## src/hdl/btset_pkg.sv

```systemverilog
// Shared constants, state type and a byte helper for the basename trigram set.
package btset_pkg;

    localparam int MAX_CODES = 64;
    localparam int CODE_W    = 24;
    localparam int BYTE_W    = 8;
    localparam int PAIR_W    = 2 * BYTE_W;
    localparam int CNT_W     = $clog2(MAX_CODES + 1);
    localparam int ADDR_W    = $clog2(MAX_CODES);
    localparam int SEG_W     = 2;

    localparam logic [BYTE_W-1:0] SEP_BYTE = 8'h2F;
    localparam logic [BYTE_W-1:0] UPPER_LO = 8'h41;
    localparam logic [BYTE_W-1:0] UPPER_HI = 8'h5A;
    localparam logic [BYTE_W-1:0] CASE_GAP = 8'd32;

    localparam logic [SEG_W-1:0] SEG_SAT    = 2'd3;
    localparam logic [SEG_W-1:0] SEG_WINDOW = 2'd2;

    localparam logic [CNT_W-1:0] CNT_FULL = CNT_W'(MAX_CODES);
    localparam logic [CNT_W-1:0] CNT_ONE  = CNT_W'(1);

    typedef enum logic [2:0] {
        S_IDLE,
        S_SRCH_RD,
        S_SRCH_CMP,
        S_SHIFT_RD,
        S_SHIFT_WR,
        S_EMIT_RD,
        S_EMIT_LD,
        S_EMIT_HOLD
    } t_state;

    // Fold A..Z to a..z, everything else passes.
    function automatic logic [BYTE_W-1:0] lower_byte(input logic [BYTE_W-1:0] b);
        logic [BYTE_W-1:0] r;
        r = b;
        if (b >= UPPER_LO && b <= UPPER_HI) begin
            r = b + CASE_GAP;
        end
        return r;
    endfunction

endpackage

```

## src/hdl/btset_ram.sv

```systemverilog
// Generic simple dual-port RAM, one write port, one registered read port.
module btset_ram #(
    parameter int WIDTH = 24,
    parameter int DEPTH = 64
) (
    input  logic                     i_clk,
    input  logic                     i_we,
    input  logic [$clog2(DEPTH)-1:0] i_waddr,
    input  logic [WIDTH-1:0]         i_wdata,
    input  logic [$clog2(DEPTH)-1:0] i_raddr,
    output logic [WIDTH-1:0]         o_rdata
);

    logic [WIDTH-1:0] r_mem [DEPTH];
    logic [WIDTH-1:0] r_rdata;

    always_ff @(posedge i_clk) begin
        if (i_we) begin
            r_mem[i_waddr] <= i_wdata;
        end
        r_rdata <= r_mem[i_raddr];
    end

    assign o_rdata = r_rdata;

endmodule

```

## src/hdl/basename_trigram_set.sv

```systemverilog
// Top level: trigram code set of the last path component, emitted sorted.
//
// Feed a path one byte per input transaction; assert end_of_path on the last
// one (has_byte may be 0 there, or on an empty path). A '/' drops everything
// gathered so far, A..Z fold to lower case, and from the third byte of a
// component each byte closes a 24-bit window (oldest byte high) that goes
// into a sorted, duplicate-free set of up to MAX_CODES codes held in one
// simple dual-port RAM. A byte that closes no window is taken without a
// stall. A byte that closes a window walks the RAM through one shared
// compare: each entry below the new code is read and compared in turn, each
// larger entry is read and shifted up by one place, then the new code is
// written; a duplicate ends the walk early. The single RAM read port makes
// the walk go entry by entry, and o_stall stays high for that whole walk.
// On end_of_path the set goes out in ascending order, each result held
// until the downstream stall drops before the next one is read, the last
// one flagged is_final; an empty or short basename gives a single
// transaction with no_codes set and code 0. Codes of the last component
// that do not fit are dropped and every result carries overflowed. All
// state returns to reset after the final result is taken.
module basename_trigram_set (
    input  logic                             i_clk,
    input  logic                             i_rst_n,
    // input channel
    input  logic                             i_valid,
    output logic                             o_stall,
    input  logic                             i_has_byte,
    input  logic [btset_pkg::BYTE_W-1:0]     i_path_byte,
    input  logic                             i_end_of_path,
    // result channel
    output logic                             o_valid,
    input  logic                             i_stall,
    output logic [btset_pkg::CODE_W-1:0]     o_trigram_code,
    output logic                             o_is_final,
    output logic                             o_no_codes,
    output logic                             o_overflowed
);

    import btset_pkg::*;

    // sequencer and path state
    t_state              r_state,   n_state;
    logic [PAIR_W-1:0]   r_recent,  n_recent;
    logic [SEG_W-1:0]    r_seg,     n_seg;
    logic [CNT_W-1:0]    r_count,   n_count;
    logic                r_ovf,     n_ovf;
    logic                r_eop,     n_eop;
    // walk registers: r_idx scans / emits, r_sh is the shift destination
    logic [CNT_W-1:0]    r_idx,     n_idx;
    logic [CNT_W-1:0]    r_sh,      n_sh;
    logic [CODE_W-1:0]   r_code,    n_code;
    // output register
    logic                r_out_valid, n_out_valid;
    logic [CODE_W-1:0]   r_out_code,  n_out_code;
    logic                r_out_final, n_out_final;
    logic                r_out_none,  n_out_none;
    logic                r_out_ovf,   n_out_ovf;

    // code RAM ports
    logic                ram_we;
    logic [ADDR_W-1:0]   ram_waddr;
    logic [CODE_W-1:0]   ram_wdata;
    logic [ADDR_W-1:0]   ram_raddr;
    logic [CODE_W-1:0]   ram_rdata;

    logic                in_acc;
    logic [BYTE_W-1:0]   low_byte;

    btset_ram #(
        .WIDTH (CODE_W),
        .DEPTH (MAX_CODES)
    ) u_codes (
        .i_clk   (i_clk),
        .i_we    (ram_we),
        .i_waddr (ram_waddr),
        .i_wdata (ram_wdata),
        .i_raddr (ram_raddr),
        .o_rdata (ram_rdata)
    );

    assign o_stall  = (r_state != S_IDLE);
    assign in_acc   = i_valid && !o_stall;
    assign low_byte = lower_byte(i_path_byte);

    always_ff @(posedge i_clk) begin
        if (!i_rst_n) begin
            r_state     <= S_IDLE;
            r_recent    <= '0;
            r_seg       <= '0;
            r_count     <= '0;
            r_ovf       <= 1'b0;
            r_eop       <= 1'b0;
            r_out_valid <= 1'b0;
        end else begin
            r_state     <= n_state;
            r_recent    <= n_recent;
            r_seg       <= n_seg;
            r_count     <= n_count;
            r_ovf       <= n_ovf;
            r_eop       <= n_eop;
            r_out_valid <= n_out_valid;
        end
        r_idx      <= n_idx;
        r_sh       <= n_sh;
        r_code     <= n_code;
        r_out_code <= n_out_code;
        r_out_final <= n_out_final;
        r_out_none <= n_out_none;
        r_out_ovf  <= n_out_ovf;
    end

    always_comb begin
        logic ins_done;   // insert walk finished (inserted, duplicate or dropped)
        logic go_emit;
        logic at_pos;     // insert point found at r_idx

        n_state     = r_state;
        n_recent    = r_recent;
        n_seg       = r_seg;
        n_count     = r_count;
        n_ovf       = r_ovf;
        n_eop       = r_eop;
        n_idx       = r_idx;
        n_sh        = r_sh;
        n_code      = r_code;
        n_out_valid = r_out_valid;
        n_out_code  = r_out_code;
        n_out_final = r_out_final;
        n_out_none  = r_out_none;
        n_out_ovf   = r_out_ovf;

        ram_we    = 1'b0;
        ram_waddr = r_sh[ADDR_W-1:0];
        ram_wdata = ram_rdata;
        ram_raddr = r_idx[ADDR_W-1:0];

        ins_done = 1'b0;
        go_emit  = 1'b0;
        at_pos   = 1'b0;

        unique case (r_state)
            S_IDLE: begin
                if (in_acc) begin
                    n_eop   = i_end_of_path;
                    go_emit = i_end_of_path;
                    if (i_has_byte) begin
                        if (i_path_byte == SEP_BYTE) begin
                            n_recent = '0;
                            n_seg    = '0;
                            n_count  = '0;
                            n_ovf    = 1'b0;
                        end else begin
                            n_recent = {r_recent[BYTE_W-1:0], low_byte};
                            if (r_seg != SEG_SAT) begin
                                n_seg = r_seg + SEG_W'(1);
                            end
                            if (r_seg >= SEG_WINDOW) begin
                                n_code  = {r_recent, low_byte};
                                n_idx   = '0;
                                n_state = S_SRCH_RD;
                                go_emit = 1'b0;
                            end
                        end
                    end
                    if (go_emit) begin
                        n_idx   = '0;
                        n_state = S_EMIT_RD;
                    end
                end
            end

            S_SRCH_RD: begin
                if (r_idx == r_count) begin
                    at_pos = 1'b1;
                end else begin
                    n_state = S_SRCH_CMP;
                end
            end

            S_SRCH_CMP: begin
                if (ram_rdata < r_code) begin
                    n_idx   = r_idx + CNT_ONE;
                    n_state = S_SRCH_RD;
                end else if (ram_rdata == r_code) begin
                    ins_done = 1'b1;
                end else begin
                    at_pos = 1'b1;
                end
            end

            S_SHIFT_RD: begin
                if (r_sh == r_idx) begin
                    ram_we    = 1'b1;
                    ram_waddr = r_idx[ADDR_W-1:0];
                    ram_wdata = r_code;
                    n_count   = r_count + CNT_ONE;
                    ins_done  = 1'b1;
                end else begin
                    ram_raddr = r_sh[ADDR_W-1:0] - ADDR_W'(1);
                    n_state   = S_SHIFT_WR;
                end
            end

            S_SHIFT_WR: begin
                ram_we  = 1'b1;
                n_sh    = r_sh - CNT_ONE;
                n_state = S_SHIFT_RD;
            end

            S_EMIT_RD: begin
                if (r_count == '0) begin
                    n_out_valid = 1'b1;
                    n_out_code  = '0;
                    n_out_final = 1'b1;
                    n_out_none  = 1'b1;
                    n_out_ovf   = r_ovf;
                    n_state     = S_EMIT_HOLD;
                end else begin
                    n_state = S_EMIT_LD;
                end
            end

            S_EMIT_LD: begin
                n_out_valid = 1'b1;
                n_out_code  = ram_rdata;
                n_out_final = ((r_idx + CNT_ONE) == r_count);
                n_out_none  = 1'b0;
                n_out_ovf   = r_ovf;
                n_state     = S_EMIT_HOLD;
            end

            S_EMIT_HOLD: begin
                if (!i_stall) begin
                    n_out_valid = 1'b0;
                    if (r_out_final) begin
                        n_recent = '0;
                        n_seg    = '0;
                        n_count  = '0;
                        n_ovf    = 1'b0;
                        n_eop    = 1'b0;
                        n_state  = S_IDLE;
                    end else begin
                        n_idx   = r_idx + CNT_ONE;
                        n_state = S_EMIT_RD;
                    end
                end
            end

            default: begin
                n_state = S_IDLE;
            end
        endcase

        // new code belongs at r_idx: drop it if full, else open a gap
        if (at_pos) begin
            if (r_count == CNT_FULL) begin
                n_ovf    = 1'b1;
                ins_done = 1'b1;
            end else begin
                n_sh    = r_count;
                n_state = S_SHIFT_RD;
            end
        end

        if (ins_done) begin
            if (r_eop) begin
                n_idx   = '0;
                n_state = S_EMIT_RD;
            end else begin
                n_state = S_IDLE;
            end
        end
    end

    assign o_valid        = r_out_valid;
    assign o_trigram_code = r_out_code;
    assign o_is_final     = r_out_final;
    assign o_no_codes     = r_out_none;
    assign o_overflowed   = r_out_ovf;

endmodule
```

## config.mk

```make
export PLATFORM = sky130hd
export DESIGN_NAME = basename_trigram_set
export DESIGN_NICKNAME = d
export VERILOG_FILES = /design/src/hdl/btset_pkg.sv /design/src/hdl/btset_ram.sv /design/src/hdl/basename_trigram_set.sv
export SDC_FILE = /design/constraint.sdc
export NUM_CORES = 2
export LEC_CHECK = 0
export BUFFER_PORTS_ARGS = -buffer_cell sky130_fd_sc_hd__buf_2
export CAP_MARGIN = 0
export CORE_MARGIN = 5
export CORE_UTILIZATION = 49
export DETAILED_ROUTE_END_ITERATION = 6
export GPL_ROUTABILITY_DRIVEN = 0
export PLACE_DENSITY = 0.69
export SYNTH_ARGS = -nofsm -noshare
export SYNTH_HDL_FRONTEND = slang
export SYNTH_SLANG_ARGS = --single-unit
```

## constraint.sdc

```tcl
create_clock -name i_clk -period 11.5 [get_ports i_clk]
set_input_delay 1.15 -clock i_clk [delete_from_list [all_inputs] [get_ports i_clk]]
set_output_delay 1.15 -clock i_clk [all_outputs]
set_load 0.01 [all_outputs]
```

# After elaboration in Yosys (flattened, before gate mapping)
# Memories as Yosys holds them, arrays and structs flattened. A register that Yosys moved wholly into a read port is not among the register bits.
# Index checks and enable logic that the tools add are counted.
# W data, S select, Z words.
[totals]
register_bits = 96
ramBits = 1536
in_bits = 14
output_inout_bits = 29
word_cells = 161
mem_count = 1
[classes]
addsub = 6
n_lt_le_gt_ge = 4
eq_ne = 22
n_mux = 96
bitwise = 1
n_reduce_logical = 17
[memory_table]
columns = ["name", "words", "width", "rd", "rd_ports_with_merged_regs", "write_ports", "line_no", "rtl"]
rows = [
  ["u_codes.r_mem", 64, 24, 1, 1, 1, "btset_ram.sv:14", "logic [WIDTH-1:0] r_mem [DEPTH];"],
]
[op_table]
columns = ["op", "count"]
rows = [
  ["$mux W7", 19],
  ["$mux W16", 5],
  ["$mux W24", 3],
  ["$pmux W24 S2", 1],
  ["$mux W3", 14],
  ["$pmux W7 S3", 2],
  ["$pmux W16 S2", 1],
  ["$mux W1", 29],
  ["$eq A24 B24 Y1", 1],
  ["$lt A24 B24 Y1", 1],
  ["$mux W6", 4],
  ["$pmux W3 S8", 1],
  ["$eq A7 B7 Y1", 3],
  ["$ne A2 B2 Y1 const B", 8],
  ["$pmux W1 S2", 8],
  ["$add A7 B1 Y7 const B", 2],
  ["$eq A3 B3 Y1 const B", 4],
  ["$mux W2", 6],
  ["$reduce_and A5 Y1", 2],
  ["$reduce_bool A3 Y1", 3],
  ["$add A8 B6 Y8 const B", 1],
  ["$eq A8 B6 Y1 const B", 1],
  ["$ge A8 B7 Y1 const B", 1],
  ["$le A8 B7 Y1 const B", 1],
  ["22 further kinds", 25],
]

# Longest topological paths before layout
[logic_depth]
word_depth = 12
ltp_mapped = 16
depth_no_buf = 11

# By module
# From an unflattened synthesis, not the netlist that was laid out.
[unflattened]
hier_cells = 3209
hier_area_um2 = 65158.7
[by_module_without_submodules]
columns = ["module", "n_inst", "cells_per_inst", "area_per_inst_um2", "seq_area_each_um2"]
rows = [
  ["btset_ram", 1, 2630, 59489.6, 46604.7],
  ["basename_trigram_set", 1, 579, 5669.2, 2432.3],
]

# Worst setup path before layout
# Ideal clock, no wire load.
[synth_path]
path_type = "register to register"
from = "register r_state[0]"
to = "memory u_codes.r_mem[56][0] (enable)"
setup_ns = 0.467
t_arrival_ns = 4.514
required_time_ns = 11.033
slack_ns = 6.520
stages_incl_launch_ff = 9
path_buffers = 2
synth_period_minus_slack_ns = 4.980
path_cell_list = "dfxtp_1 buf_2 nand2_1 or2_2 nor3_1 nand2b_1 buf_2 nand4_1 nor4_1"
[synth_via]
elab_chain_cells = 4
word_cells_on_any_way = 6
classes_between = "eq/ne: 2; mux: 4"
[synth_rtl]
columns = ["item", "line_no", "rtl"]
rows = [
  ["start: declaration", "basename_trigram_set.sv:41", "t_state r_state, n_state;"],
  ["start signal: assignment", "basename_trigram_set.sv:94", "r_state <= n_state;"],
  ["$eq A3 B3 Y1 / $eq A3 B2 Y1 (equally long branches)", "basename_trigram_set.sv:140", "unique case (r_state)"],
  ["$pmux W1 S2", "basename_trigram_set.sv:140", ""],
  ["$mux W1", "btset_ram.sv:18", "if (i_we) begin"],
  ["$mux W1 (implied by the code)", "btset_ram.sv:19", "r_mem[i_waddr] <= i_wdata;"],
  ["end: declaration", "btset_ram.sv:14", ""],
]
# Several ways; a longest one is shown, not always the timed one.

# Final worst setup path
[layout_path]
from = "register r_state[2]"
to = "register u_codes.r_rdata[10], in the netlist u_codes.o_rdata[10] (read register of u_codes.r_mem)"
[layout_via]
elab_chain_cells = 2
[layout_rtl]
columns = ["item", "line_no", "rtl"]
rows = [
  ["$eq A3 B2 Y1", "basename_trigram_set.sv:140", ""],
  ["$mux W6", "basename_trigram_set.sv:140", ""],
  ["end: declaration", "btset_ram.sv:15", "logic [WIDTH-1:0] r_rdata;"],
]
# No other way between the ends.
# A chain may end at the register's enable or synchronous reset.

==> impl_results.md <==
- Ranking of synthesized cells by area: edfxtp_1, nand2_1, nand3_1, mux2i_1, dfxtp_1
- Minimum clock period: approximately 6.4 ns
- Final-report setup violation count: 0
- CTS H-tree depth: 4
- Vias in the first global route: 40640
- Clock buffer depth: 3
- Count of state elements after synthesis: 1656
- Period utilisation layout: 56.06%
- Unrepaired setup endpoints after global routing: no
- Vias post-DR: 42650
- Synth area leader: edfxtp_1
- Fin nets: 5090
- Mux cell area share after synthesis: under 10%
- Worst slew pin tran: approximately 1.4 ns
- Crit path buf inv count: 3
- Finished Layout Cells: 6964
- Sequential fraction of the synthesis area: 73.53%
- Synth cell count leaders: edfxtp_1, nand2_1, nand3_1
- Post-synthesis instance area: about 67000 um2
- P&R area growth vs syn: 11.98%
- CP Data Required Time: 12.22 ns
- Hold Crit Class: reg2reg
- Post-Synth Adder-Cell Area: 0.5816%
- Post-route ant nets: 0
- Pwr/cell area: 224.0 nW/um2
- Post-CTS setup buffers: 0
- Ports: 43
- Hold-fix buffers, CTS: 0
- Ys flop type: edfxtp_1
- DRC: 0
- Total gr overflow: 0
- Starting Density: 49.29%
- P_leak: 25.89 nW
- Die width: ~380 um
- Synth Area in Simple Gates: 13.70%
- GRT Overall Usage: between 20% and 30%
- Synth Area in XOR/XNOR: 0.4202%
- CP max-delay cell: nor4_1
- Die extent in y: 378.9 um
- CP Launch Type: flip-flop
- Max Freq: 155.1 MHz
- Hpwl dp: ~100 mm
- Total core area: 135300 um2
- Cell mode on critical path: buf_4
- Rel. slew slack: 3.231%
- Initial antenna violation count: 8
- Dpl cells: 6661
- Main combinational cell family by area after synthesis: simple AND/OR/NAND/NOR gates
- Vias per inst: 6.125
- Netlist cell types: 64
- Router iterations before antenna repair: 6
- CTS tree: yes
- EDFF count, synth: about 1600
- Crit Path Max Fanout: ~130
- Crit-path max cell delay: about 1.2 ns
- Max-slew violation count: 0
- Total wire length: ~190 mm
- CP top delay family: buffers and inverters
- Count leader, synth: edfxtp_1
- TNS Setup: 0 ns
- Syn Area/Cell: approximately 13 um2
- Critical path capture point type: flip-flop
- Peak VDD IR: 0.1831 mV
- Clock latency on the worst-skew pair: between 0.8 and 0.9 ns
- Share of Yosys cell area claimed by the top area cell type: 71.45%
- WP data arrival: 7.16 ns
- Cells after Synth: about 5000
- Final Power: 0.01673 W
- Cts bufs inserted: 163
- Synth Area in Compound Gates: 5.684%
- Ys Warns: 0
- Critical path class: reg2reg
- Clock Sinks: 1656
- Max-cap violations: 0
- Cell chain of the critical path: nor2_1, o21ai_4, buf_4, a21o_4, buf_4, buf_12, a211oi_1, o21ai_0, nand4_1, nor4_1, o2bb2ai_1
- Layout cells sized above 1: 10.25%
- Syn nets: 5056
- Rows: 135
- Status: complete, no violations
- # port buffers: 42
- Clock transition at the registers of the reported paths: 0.06 ns
- DRT iter0 DRCs: between 5000 and 6000
- Largest net degree at the start of global routing: 149
- WL/cell: 27.10 um
- Final hold vios: 0
- CTS Root Cell: clkbuf_16
- Ys async rst share: 0%
- Die footprint: between 100000 and 150000 um2
- Final Skew: 0.04156 ns
- Resize count post-CTS: 0
- First-pass GRT wire length: 273.8 mm
==> where the power goes <==
part / leakage [nW] / internal [W] / switching (W)
sequential: 14.8 / 0.00762 / 0.000169
clock: 2.58 / 0.00300 / 0.00227
combinational: 8.50 / 0.000856 / 0.00281
==> final cells by class <==
type                    instances  area, um2
diodes                          1      2.502
clock buffers                 231       4588
clock inverters                71      723.2
fillers                     10540      60620
inverters                      74      277.8
multi-input cells            2973      16530
flip-flops and latches       1656      49040
well taps                    1781       2228
repair buffers                177       1299
==> layer usage <==
metal | vias up | wire, um | global-route usage [%]
met5 | - | 13 | 0
met4 | 2 | 9291 | 11.97
met3 | 432 | 23170 | 7.041
met2 | 2552 | 84890 | 39.39
met1 | 21100 | 71360 | 35.36
li1 | 18570 | - | -
==> sequential cells by signal, indices dropped and copies added, names as in the netlist <==
name             flops
o_is_final           1
o_no_codes           1
o_overflowed         1
o_trigram_code      24
o_valid              1
r_code              24
r_count              7
r_eop                1
r_idx                7
r_ovf                1
r_recent            16
r_seg                2
r_sh                 7
r_state              3
u_codes.o_rdata     24
u_codes.r_mem     1536
==> cell families (layout without fill, tap and decap cells) <==
kind of cell             count (synthesis)  count (layout)
AO/OA/AOI/OAI                          578             578
XOR/XNOR                                32              32
adder cells (fa/ha/maj)                 31              31
buffers and inverters                  382             553
flip-flops                            1656            1656
multiplexers                           239             239
other                                    0               1
AND/OR/NAND/NOR                       2093            2093
==> cell usage in the layout, fill, tap and decap left out, drive strengths merged, types with 9 or more instances in the layout <==
master | netlist | routed
a21oi | 189 | 189
ha | 31 | 31
a31oi | 73 | 73
inv | 74 | 79
or3 | 11 | 11
nor2b | 23 | 23
o221ai | 19 | 19
edfxtp | 1587 | 1587
xnor2 | 17 | 17
a22oi | 24 | 24
o21a | 14 | 14
nor2 | 140 | 140
nor4 | 37 | 37
xor2 | 15 | 15
a21o | 32 | 32
mux2i | 211 | 211
o2bb2ai | 24 | 24
nor3 | 15 | 15
dfxtp | 69 | 69
nand2b | 15 | 15
and2 | 13 | 13
o22ai | 23 | 23
or4 | 20 | 20
clkbuf | 140 | 231
nand4 | 33 | 33
buf | 168 | 177
a32oi | 23 | 23
nand2 | 1212 | 1212
mux2 | 28 | 28
and3 | 64 | 64
bufinv | 0 | 9
o21ai | 38 | 38
nand3 | 493 | 493
clkinv | 0 | 55
a211oi | 84 | 84
==> metrics by stage <==
stage               util (%)  hold WS, ns  setup WS (ns)  area, um2
finish                 55.20       0.4288          5.053      74680
global placement       51.16       0.4152          4.973      69220
CTS                    55.20       0.4278          5.249      74680
floorplan                  -       0.4081          6.520      66690
global route           55.20       0.4469          4.896      74680
detailed placement     51.27       0.4153          5.306      69370
==> path summary, 6_finish.rpt <==
path                     start                  end  slack, ns  cells after the start
setup reg to reg    r_state[2]  u_codes.o_rdata[10]       5.05                     11
hold / removal    r_recent[10]           r_code[18]       0.43                      0
hold reg to reg   r_recent[10]           r_code[18]       0.43                      0
setup / recovery    r_state[2]  u_codes.o_rdata[10]       5.05                     11
==> worst reg2reg max path, delay by kind of cell, from the launching register on <==
family          cells  cell delay (ns)
buf+inv             3             1.95
simple gates        3             1.72
compound gates      5             1.72
flops               1             0.99
(Power assumes the default switching activity.)
